===== src/sv/spdc_pkg.sv =====
// Shared types, codes and the CRC-8 byte step for the serial packet deframer.
package spdc_pkg;

   localparam logic [1:0] PH_HEADER  = 2'd0;
   localparam logic [1:0] PH_INFO    = 2'd1;
   localparam logic [1:0] PH_MESSAGE = 2'd2;

   localparam logic [2:0] EV_CONSUMED  = 3'd0;
   localparam logic [2:0] EV_HDR_OK    = 3'd1;
   localparam logic [2:0] EV_HDR_BAD   = 3'd2;
   localparam logic [2:0] EV_MSG_BYTE  = 3'd3;
   localparam logic [2:0] EV_LAST_OK   = 3'd4;
   localparam logic [2:0] EV_LAST_BAD  = 3'd5;
   localparam logic [2:0] EV_EMPTY_MSG = 3'd6;

   localparam logic [7:0] CRC_POLY        = 8'h07;
   localparam logic [7:0] CRC_INIT        = 8'h00;
   localparam logic [2:0] OP_MAX          = 3'd4;
   localparam logic [3:0] STATUS_MAX      = 4'd1;
   localparam logic [7:0] MAX_CHANNEL_RST = 8'd3;

   typedef struct packed {
      logic [2:0] event_res;
      logic [7:0] channel;
      logic [2:0] op_code;
      logic [3:0] status_code;
      logic       has_payload;
      logic [7:0] payload_size;
      logic [7:0] payload_byte;
      logic [7:0] payload_index;
      logic       crc_ok;
   } result_type;

   function automatic logic [7:0] crc8_step(input logic [7:0] crc, input logic [7:0] data);
      logic [7:0] c;
      c = crc ^ data;
      for (int i = 0; i < 8; i++) begin
         if (c[7]) begin
            c = {c[6:0], 1'b0} ^ CRC_POLY;
         end else begin
            c = {c[6:0], 1'b0};
         end
      end
      return c;
   endfunction

endpackage


===== src/sv/spdc_parser.sv =====
// Packet parse state, header check, CRC-8 update and result formation.
module spdc_parser (
   input  logic                   clock,
   input  logic                   reset,
   input  logic                   accept,
   input  logic [7:0]             rx_byte,
   input  logic                   csr_wr_en,
   input  logic [7:0]             csr_wr_data,
   output spdc_pkg::result_type   result
);
   import spdc_pkg::*;

   logic [7:0] max_channel_ff;
   logic [1:0] phase_ff,        phase_in;
   logic [7:0] byte_count_ff,   byte_count_in;
   logic [7:0] held_byte_ff,    held_byte_in;
   logic [7:0] hdr_channel_ff,  hdr_channel_in;
   logic [7:0] hdr_flags_ff,    hdr_flags_in;
   logic [7:0] frame_crc_ff,    frame_crc_in;
   logic [7:0] msg_size_ff,     msg_size_in;
   logic [7:0] running_crc_ff,  running_crc_in;
   logic [7:0] crc_next;
   logic       hdr_valid;
   logic       last_byte;

   assign crc_next  = crc8_step(running_crc_ff, rx_byte);
   assign last_byte = ({1'b0, byte_count_ff} + 9'd1) >= {1'b0, msg_size_ff};
   assign hdr_valid = (held_byte_ff <= max_channel_ff) && (rx_byte[2:0] <= OP_MAX)
                      && (rx_byte[6:3] <= STATUS_MAX);

   always_comb begin
      phase_in        = phase_ff;
      byte_count_in   = byte_count_ff;
      held_byte_in    = held_byte_ff;
      hdr_channel_in  = hdr_channel_ff;
      hdr_flags_in    = hdr_flags_ff;
      frame_crc_in    = frame_crc_ff;
      msg_size_in     = msg_size_ff;
      running_crc_in  = running_crc_ff;
      result          = '0;
      unique case (phase_ff)
         PH_INFO: begin
            if (byte_count_ff == 8'd0) begin
               held_byte_in  = rx_byte;
               byte_count_in = 8'd1;
            end else begin
               frame_crc_in    = held_byte_ff;
               msg_size_in     = rx_byte;
               byte_count_in   = 8'd0;
               running_crc_in  = CRC_INIT;
               if (rx_byte == 8'd0) begin
                  phase_in           = PH_HEADER;
                  result.event_res   = EV_EMPTY_MSG;
                  result.channel     = hdr_channel_ff;
                  result.op_code     = hdr_flags_ff[2:0];
                  result.status_code = hdr_flags_ff[6:3];
                  result.has_payload = hdr_flags_ff[7];
                  result.crc_ok      = (held_byte_ff == CRC_INIT);
               end else begin
                  phase_in = PH_MESSAGE;
               end
            end
         end
         PH_MESSAGE: begin
            running_crc_in       = crc_next;
            result.channel       = hdr_channel_ff;
            result.op_code       = hdr_flags_ff[2:0];
            result.status_code   = hdr_flags_ff[6:3];
            result.has_payload   = hdr_flags_ff[7];
            result.payload_size  = msg_size_ff;
            result.payload_byte  = rx_byte;
            result.payload_index = byte_count_ff;
            if (last_byte) begin
               result.crc_ok    = (crc_next == frame_crc_ff);
               result.event_res = (crc_next == frame_crc_ff) ? EV_LAST_OK : EV_LAST_BAD;
               phase_in         = PH_HEADER;
               byte_count_in    = 8'd0;
            end else begin
               result.event_res = EV_MSG_BYTE;
               byte_count_in    = byte_count_ff + 8'd1;
            end
         end
         default: begin
            phase_in = PH_HEADER;
            if (byte_count_ff == 8'd0) begin
               held_byte_in  = rx_byte;
               byte_count_in = 8'd1;
            end else begin
               hdr_channel_in = held_byte_ff;
               hdr_flags_in   = rx_byte;
               byte_count_in  = 8'd0;
               if (!hdr_valid) begin
                  result.event_res   = EV_HDR_BAD;
                  result.channel     = held_byte_ff;
                  result.op_code     = rx_byte[2:0];
                  result.status_code = rx_byte[6:3];
                  result.has_payload = rx_byte[7];
               end else if (rx_byte[7]) begin
                  phase_in = PH_INFO;
               end else begin
                  result.event_res   = EV_HDR_OK;
                  result.channel     = held_byte_ff;
                  result.op_code     = rx_byte[2:0];
                  result.status_code = rx_byte[6:3];
                  result.has_payload = rx_byte[7];
               end
            end
         end
      endcase
   end

   always_ff @(posedge clock) begin
      if (reset) begin
         max_channel_ff  <= MAX_CHANNEL_RST;
         phase_ff        <= PH_HEADER;
         byte_count_ff   <= 8'd0;
         held_byte_ff    <= 8'd0;
         hdr_channel_ff  <= 8'd0;
         hdr_flags_ff    <= 8'd0;
         frame_crc_ff    <= 8'd0;
         msg_size_ff     <= 8'd0;
         running_crc_ff  <= CRC_INIT;
      end else begin
         if (csr_wr_en) begin
            max_channel_ff <= csr_wr_data;
         end
         if (accept) begin
            phase_ff        <= phase_in;
            byte_count_ff   <= byte_count_in;
            held_byte_ff    <= held_byte_in;
            hdr_channel_ff  <= hdr_channel_in;
            hdr_flags_ff    <= hdr_flags_in;
            frame_crc_ff    <= frame_crc_in;
            msg_size_ff     <= msg_size_in;
            running_crc_ff  <= running_crc_in;
         end
      end
   end

endmodule


===== src/sv/spdc_outbuf.sv =====
// Result register with a skid entry so a new transaction is taken while a result waits.
module spdc_outbuf (
   input  logic                   clock,
   input  logic                   reset,
   input  logic                   in_valid,
   input  spdc_pkg::result_type   in_data,
   input  logic                   out_stall,
   output logic                   out_valid,
   output spdc_pkg::result_type   out_data,
   output logic                   full
);
   import spdc_pkg::*;

   logic       out_valid_ff,  out_valid_in;
   logic       skid_valid_ff, skid_valid_in;
   result_type out_data_ff,   out_data_in;
   result_type skid_data_ff,  skid_data_in;
   logic       out_taken;

   assign out_taken = out_valid_ff && !out_stall;

   always_comb begin
      out_valid_in  = out_valid_ff;
      skid_valid_in = skid_valid_ff;
      out_data_in   = out_data_ff;
      skid_data_in  = skid_data_ff;
      if (skid_valid_ff) begin
         if (out_taken) begin
            out_data_in   = skid_data_ff;
            skid_valid_in = 1'b0;
         end
      end else if (in_valid) begin
         if (!out_valid_ff || out_taken) begin
            out_data_in  = in_data;
            out_valid_in = 1'b1;
         end else begin
            skid_data_in  = in_data;
            skid_valid_in = 1'b1;
         end
      end else if (out_taken) begin
         out_valid_in = 1'b0;
      end
   end

   always_ff @(posedge clock) begin
      if (reset) begin
         out_valid_ff  <= 1'b0;
         skid_valid_ff <= 1'b0;
      end else begin
         out_valid_ff  <= out_valid_in;
         skid_valid_ff <= skid_valid_in;
      end
      out_data_ff  <= out_data_in;
      skid_data_ff <= skid_data_in;
   end

   assign out_valid = out_valid_ff;
   assign out_data  = out_data_ff;
   assign full      = skid_valid_ff;

endmodule


===== src/sv/serial_packet_deframer_crc8_core.sv =====
// Serial packet deframer with CRC-8 message check, top level.
// Takes one received byte per cycle while req_stall is low and returns exactly
// one result per byte from a registered output, valid the cycle after acceptance
// unless an earlier result still waits. The header check, the parse state update
// and the unrolled 8-bit CRC-8 step (poly 0x07, init 0, MSB first) all complete in
// the cycle a byte is taken. A two-entry output buffer keeps the input open while
// one result waits; req_stall rises only when both entries are full. The user must
// write max_channel (csr_wr_en/csr_wr_data) only while idle; the core never checks.
module serial_packet_deframer_crc8_core (
   input  logic       clock,
   input  logic       reset,
   input  logic       req_valid,
   output logic       req_stall,
   input  logic [7:0] req_rx_byte,
   output logic       rsp_valid,
   input  logic       rsp_stall,
   output logic [2:0] rsp_event_res,
   output logic [7:0] rsp_channel,
   output logic [2:0] rsp_op_code,
   output logic [3:0] rsp_status_code,
   output logic       rsp_has_payload,
   output logic [7:0] rsp_payload_size,
   output logic [7:0] rsp_payload_byte,
   output logic [7:0] rsp_payload_index,
   output logic       rsp_crc_ok,
   input  logic       csr_wr_en,
   input  logic [7:0] csr_wr_data
);
   import spdc_pkg::*;

   logic       req_accept;
   logic       buf_full;
   result_type parse_result;
   result_type rsp_data;

   assign req_stall  = buf_full;
   assign req_accept = req_valid && !buf_full;

   spdc_parser u_parser (
      .clock       (clock),
      .reset       (reset),
      .accept      (req_accept),
      .rx_byte     (req_rx_byte),
      .csr_wr_en   (csr_wr_en),
      .csr_wr_data (csr_wr_data),
      .result      (parse_result)
   );

   spdc_outbuf u_outbuf (
      .clock     (clock),
      .reset     (reset),
      .in_valid  (req_accept),
      .in_data   (parse_result),
      .out_stall (rsp_stall),
      .out_valid (rsp_valid),
      .out_data  (rsp_data),
      .full      (buf_full)
   );

   assign rsp_event_res     = rsp_data.event_res;
   assign rsp_channel       = rsp_data.channel;
   assign rsp_op_code       = rsp_data.op_code;
   assign rsp_status_code   = rsp_data.status_code;
   assign rsp_has_payload   = rsp_data.has_payload;
   assign rsp_payload_size  = rsp_data.payload_size;
   assign rsp_payload_byte  = rsp_data.payload_byte;
   assign rsp_payload_index = rsp_data.payload_index;
   assign rsp_crc_ok        = rsp_data.crc_ok;

`ifndef NO_ASSERTIONS
   a_stall_has_result: assert property (@(posedge clock) disable iff (reset)
      req_stall |-> rsp_valid)
      else $error("input stalled with no result pending");

   a_accept_gives_result: assert property (@(posedge clock) disable iff (reset)
      req_accept |=> rsp_valid)
      else $error("accepted transaction left no result");

   a_index_in_range: assert property (@(posedge clock) disable iff (reset)
      rsp_valid && (rsp_event_res == EV_MSG_BYTE || rsp_event_res == EV_LAST_OK
                    || rsp_event_res == EV_LAST_BAD) |-> rsp_payload_index < rsp_payload_size)
      else $error("message byte index beyond message size");

   a_empty_size_zero: assert property (@(posedge clock) disable iff (reset)
      rsp_valid && rsp_event_res == EV_EMPTY_MSG |-> rsp_payload_size == 8'd0)
      else $error("empty message result with nonzero size");
`endif

endmodule

===== config.mk =====
export PLATFORM = sky130hd
export DESIGN_NAME = serial_packet_deframer_crc8_core
export DESIGN_NICKNAME = d
export VERILOG_FILES = /design/src/sv/spdc_pkg.sv /design/src/sv/spdc_parser.sv /design/src/sv/spdc_outbuf.sv /design/src/sv/serial_packet_deframer_crc8_core.sv
export SDC_FILE = /design/constraint.sdc
export NUM_CORES = 1
export LEC_CHECK = 0
export ABC_AREA = 1
export BUFFER_PORTS_ARGS = -buffer_cell sky130_fd_sc_hd__buf_2
export CAP_MARGIN = 20
export CORE_MARGIN = 10
export CORE_UTILIZATION = 60
export CTS_BUF_LIST = sky130_fd_sc_hd__clkbuf_16
export DETAILED_ROUTE_END_ITERATION = 8
export HOLD_SLACK_MARGIN = 0.05
export PLACE_DENSITY_LB_ADDON = 0.2
export SETUP_SLACK_MARGIN = 0.2
export SLEW_MARGIN = 20
export SYNTH_ARGS = -nofsm -noshare
export SYNTH_HDL_FRONTEND = slang
export SYNTH_SLANG_ARGS = --single-unit

===== constraint.sdc =====
create_clock -name clock -period 6.2 [get_ports clock]
set_clock_uncertainty 0.05 [all_clocks]
set_input_delay 1.24 -clock clock [delete_from_list [all_inputs] [get_ports clock]]
set_output_delay 1.24 -clock clock [all_outputs]
set_load 0.02 [all_outputs]

==> results.toml, run 1 <==
[placed_design]
dp_hpwl_mm = 12.0
port_buffers = 66
routabilityCongestion = 0.922

[grt]
grt_pass1_wl_mm = 27.0
grt_max_degree = 73
grt_usage_pct = 20.4
grt_pass1_vias = 5542
antenna_found_initial = 0
grt_overflow_total = 0

[sta]
fin_tns_setup_ps = 0
slew_headroom_pct = 34.1
report.final.slew_viol_count = 0
rsz0062_at_grt = "false"
fmax_mhz = 299
min_period_ps = 3340
worst_slew_pin_slew_ps = 989
finalSetupViolations = 0
hold_slack_ps = 400
fin_crit_sh_pct = 53.9
hold_viol = 0

[clock_network]
cts_root_buf = "clkbuf_16"
cts_tree = "done"
clock_path_buffers = 2
htreeDepth = 4
cts_made_buffers = 17
clkTransAtPathRegs_ps = 60
ctsResizeCount = 0
insertion_delay_ps = 430
clkSinkCount = 156
cts_hold_buf = 0
postCtsSetupBuffers = 0

[critical_path]
end_kind = "flip-flop"
path_max_fanout = 72
r2r_slack_ps = 2860
crit_family = "simple AND/OR/NAND/NOR gates"
start_kind = "flip-flop"
crit_slowest_cell = "nand2_1"
crit_required_ps = 6430
slowest_delay_ps = 600
cp_cell_sequence = "inv_1 -> nand2_1 -> inv_1 -> nand2_1 -> o21ai_0 -> a21oi_1"
critPathKind = "flip-flop to flip-flop"
critPathBufInv = 2
worst-endpoint-arrival_ps = 3570

[power]
internal_power_w = 0.00182
p_leak_nw = 3.66
switching_power_w = 0.000701
cellPowerDensity_mw_per_mm2 = 303
p_sw_share_pct = 27.9
power_frac_clock_pct = 37.5
pwr-share-comb_pct = 14.6
peakVddDrop_mv = 0.127
p_seq_share_pct = 47.9

[route]
via_per_inst = 5.50
dr.pass1.iters = 5
ant_nets = 0
highest_layer = "met4"
dr_wl_met3_mm = 1.27
wl_met1_mm = 7.40
wl_met2_mm = 7.86
routedWlPerCell_microns = 15.9
routed_wl_mm = 17.0
drt_iter0_markers = 486
drc_errors = 0
vias = 5883

[flow_run]
drv_cap = 0

[floorplanning]
fp.dieArea_sq_mm = 0.0171
num_io_pins = 67
start_util_pct = 61.4
rows = 40
dieWidth_microns = 131
core_area_sq_mm = 0.0120
die_y_microns = 131

[synth]
yosysWarnings = 0
netlist_area_sq_mm = 0.00737
synth_seq_cells = 156
ys_types = 35
ys_seq_area_share_pct = 54.3
syn_area_per_cell_sq_um = 8.62
synthCells = 856
synth_nets = 897

[layout]
final_layout_size_suffix_gt1_share_pct = 15.9
final_cell_mix = "nand2_1 (241), inv_1 (113), edfxtp_1 (88), o21ai_0 (83), a21oi_1 (74)"
final_common_cell = "nand2_1"
antenna_cells = 0
nets = 951
syn2layout_area_growth_pct = 12.8

[min_path]
hold_path.class = "flip-flop to flip-flop"

[outcome]
status = "completed"
through the flow:
step                std cells  setup slack (ps)  total power (W)  cell area [sq um]  utilization (%)
global route             1069              2590          0.00262               8320             69.3
CTS                      1069              2450          0.00252               8320             69.3
floorplan                 856              1630          0.00148               7370                -
global placement         1037              2620          0.00158               7760             64.6
finish                   1069              2860          0.00252               8320             69.3
detailed placement       1038              2480          0.00159               7780             64.8
state kept, by name, indices dropped and copies added (netlist names):
| signal | cells |
|---|---|
| u_outbuf.full | 1 |
| u_outbuf.out_data | 44 |
| u_outbuf.out_valid | 1 |
| u_outbuf.skid_data_ff | 44 |
| u_parser.byte_count_ff | 8 |
| u_parser.frame_crc_ff | 8 |
| u_parser.hdr_channel_ff | 8 |
| u_parser.hdr_flags_ff | 8 |
| u_parser.held_byte_ff | 8 |
| u_parser.max_channel_ff | 8 |
| u_parser.msg_size_ff | 8 |
| u_parser.phase_ff | 2 |
| u_parser.running_crc_ff | 8 |
worst paths after layout:
path | endpoint | depth (start not counted) | startpoint
setup / recovery | u_parser.hdr_flags_ff[2] | 6 | u_outbuf.full
hold / removal | u_parser.hdr_flags_ff[3] | 2 | u_parser.hdr_flags_ff[3]
setup reg to reg | u_parser.hdr_flags_ff[2] | 6 | u_outbuf.full
hold reg to reg | u_parser.hdr_flags_ff[3] | 2 | u_parser.hdr_flags_ff[3]
cells by family (layout without fill, tap and decap cells):
family	Yosys count	count (layout)	share of synthesized area, %
adder cells (fa/ha/maj)	20	20	3.39
XOR/XNOR	9	9	1.07
AO/OA/AOI/OAI	172	172	12.5
AND/OR/NAND/NOR	347	347	20.5
buffers and inverters	152	218	8.18
flip-flops	156	156	54.3
layer usage:
metal | vias up | global-route usage (%)
met2 | 212 | 32.8
met1 | 2708 | 25.6
met5 | - | 0
met4 | 0 | 8.96
met3 | 41 | 5.12
li1 | 2922 | -
power by group through the flow:
stage                     clock network [W]  registers (W)  logic (W)
after detailed placement                  0        0.00123   0.000364
final                              0.000943        0.00121   0.000368
after global routing               0.000994        0.00121   0.000413
after CTS                          0.000949        0.00121   0.000367
after floorplan                           0        0.00125   0.000235
after global placement                    0        0.00122   0.000351
cells in the mapped netlist, drive strengths merged:
library cell | number | share of area [%]
inv | 118 | 6.0
clkbuf | 20 | 1.0
a32oi | 1 | 0.12
nand4 | 4 | 0.42
nand2 | 256 | 14
ha | 20 | 3.4
a21oi | 76 | 5.2
o211ai | 1 | 0.10
xnor2 | 2 | 0.24
edfxtp | 88 | 36
o22ai | 4 | 0.68
nand3 | 57 | 4.0
or2 | 1 | 0.085
buf | 14 | 1.2
o21ai | 90 | 6.4
nor2 | 21 | 1.5
nor3 | 5 | 0.56
dfxtp | 68 | 18
xor2 | 7 | 0.83
nor4 | 3 | 0.46
worst reg2reg max path: stages, from the launching register on:
cell     delay [ps]
dfxtp_4         530
inv_1           600
nand2_1         510
inv_1           440
nand2_1         600
o21ai_0         410
a21oi_1          70
layout make-up:
type,count,area [sq um]
flip-flops and latches,156,4010
fillers,944,3690
multi-input cells,548,2790
inverters,118,443
clock buffers,17,425
repair buffers,69,365
well taps,147,184
clock inverters,14,109
(Power assumes the default switching activity.)
==> inputs of run 2 (changes only) <==
Settings changed: CORE_UTILIZATION 60 to 54.
Clock period 6.2 ns to 2.85 ns, I/O delays scaled along.
==> run 2 against run 1 <==
Total power is 140% higher. Maximum frequency is 25% higher. Via count is 0.58% higher. Non-clock buffer count is 24 higher. Combinational power is 140% higher. Critical endpoint is now u_outbuf.out_data[41]. Largest cell class unchanged.
==> results.toml, run 2 (synthesis results as in run 1) <==
[route]
drc_errors = 0
via_per_inst = 5.27
ant_nets = 0
routedWlPerCell_microns = 16.1
vias = 5917
routed_wl_mm = 18.1
drt_iter0_markers = 494
dr.pass1.iters = 5

[layout]
final_layout_size_suffix_gt1_share_pct = 21.3
syn2layout_area_growth_pct = 19.2
final_common_cell = "nand2_1"
nets = 975
stdcell_area_sq_mm = 0.00879
final_cell_mix = "nand2_1 (234), inv_1 (109), edfxtp_1 (88), o21ai_0 (83), a21oi_1 (74)"
antenna_cells = 0
final_util_pct = 66.1

[floorplanning]
start_util_pct = 55.5
dieWidth_microns = 137
die_y_microns = 137
num_io_pins = 67
core_area_sq_mm = 0.0133
fp.dieArea_sq_mm = 0.0187
rows = 42

[placed_design]
dp_hpwl_mm = 11.9
port_buffers = 66
routabilityCongestion = 0.918
dpl_cell_area_sq_mm = 0.00790
pre_cts_ws_ps = 123

[sta]
setup_ws_ps = 176
fin_tns_setup_ps = 0
worst_slew_pin_slew_ps = 616
hold_viol = 0
rsz0062_at_grt = "true"
min_period_ps = 2670
slew_headroom_pct = 58.9
fmax_mhz = 374
report.final.slew_viol_count = 0
fin_crit_sh_pct = 93.8
finalSetupViolations = 0

[grt]
antenna_found_initial = 0
grt_usage_pct = 19.4
grt_max_degree = 72
grt_pass1_vias = 5461
grt_pass1_wl_mm = 28.4
grt_overflow_total = 0

[power]
cellPowerDensity_mw_per_mm2 = 675
p_leak_nw = 3.85
power_w = 0.00593
peakVddDrop_mv = 0.429

[clock_network]
insertion_delay_ps = 430
htreeDepth = 4
clkTransAtPathRegs_ps = 60
clkSinkCount = 156
cts_made_buffers = 17
cts_root_buf = "clkbuf_16"
cts_tree = "done"
clock_path_buffers = 2

[critical_path]
crit_required_ps = 2990
path_max_fanout = 4
end_kind = "flip-flop"
worst-endpoint-arrival_ps = 2820
critPathKind = "flip-flop to flip-flop"
start_kind = "flip-flop"

[flow_run]
drv_cap = 0

[min_path]
hold_path.class = "input pin to flip-flop"

[outcome]
status = "completed"
==> run 2: cell count changes in the layout (fill, tap and decap cells not counted), moves of 5 or more <==
| cell | change |
|---|---|
| buf_4 | +24 |
| nand2_1 | -7 |
| nand2_2 | +7 |
| nand3_1 | -5 |
==> run 2: worst paths after layout <==
check	depth (start not counted)	end	slack (ps)	from
min	3	u_parser.max_channel_ff[0]	300	csr_wr_data[0]
max	20	u_outbuf.out_data[41]	180	u_parser.byte_count_ff[1]
max reg2reg	20	u_outbuf.out_data[41]	180	u_parser.byte_count_ff[1]
min reg2reg	2	u_parser.hdr_flags_ff[2]	400	u_parser.hdr_flags_ff[2]
==> run 2: final cells by class <==
type	instances	area, sq um
Clock buffer	17	425
Clock inverter	15	211
Fill cell	1068	4510
Inverter	118	443
Multi-Input combinational cell	548	2930
Sequential cell	156	4010
Tap cell	176	220
Timing Repair Buffer	93	546
==> run 2: timing repair <==
action,4_1_cts,5_1_grt
pin swaps,2,14
setup buffers,8,5
cloned,0,0
resized for setup,6,28
endpoints found under the setup margin,29,23
hold buffers,0,0
==> run 2: worst max-delay path, stage by stage (launching register included) <==
cell and delay [ps]:
dfxtp_4 380, ha_4 160, nand3_4 80, nor2_4 120, nand2_2 70, xor2_1 150, inv_1 110, ha_4 280
nand2_2 50, inv_2 70, nand3_2 60, nor3_2 190, nor2_2 80, nand2_2 70, nand3_2 60, nor2_2 140
nand3_1 90, nand2_1 80, nand2_2 50, nand2_1 50, nand2_1 50
==> run 2: layer usage <==
metal / vias up / track usage [%] / share of wire, %
met5: - / 0 / 0
met4: 0 / 6.26 / 1.6
met3: 28 / 5.10 / 6.1
met2: 185 / 30.5 / 47
met1: 2735 / 25.6 / 45
li1: 2969 / - / -
==> run 2: through the flow <==
step	hold slack [ps]	instances
2_1_floorplan	375	856
5_1_grt	318	1123
6_report	303	1123
3_5_place_dp	390	1078
3_3_place_gp	386	1078
4_1_cts	287	1118
==> run 2: power breakdown <==
part | switching (W) | internal, W | total (W) | leakage (nW)
combinational | 0.000609 | 0.000273 | 0.000882 | 2.14
clock | 0.000955 | 0.00148 | 0.00244 | 0.303
sequential | 0.0000713 | 0.00254 | 0.00261 | 1.41
total | 0.00164 | 0.00429 | 0.00593 | 3.85
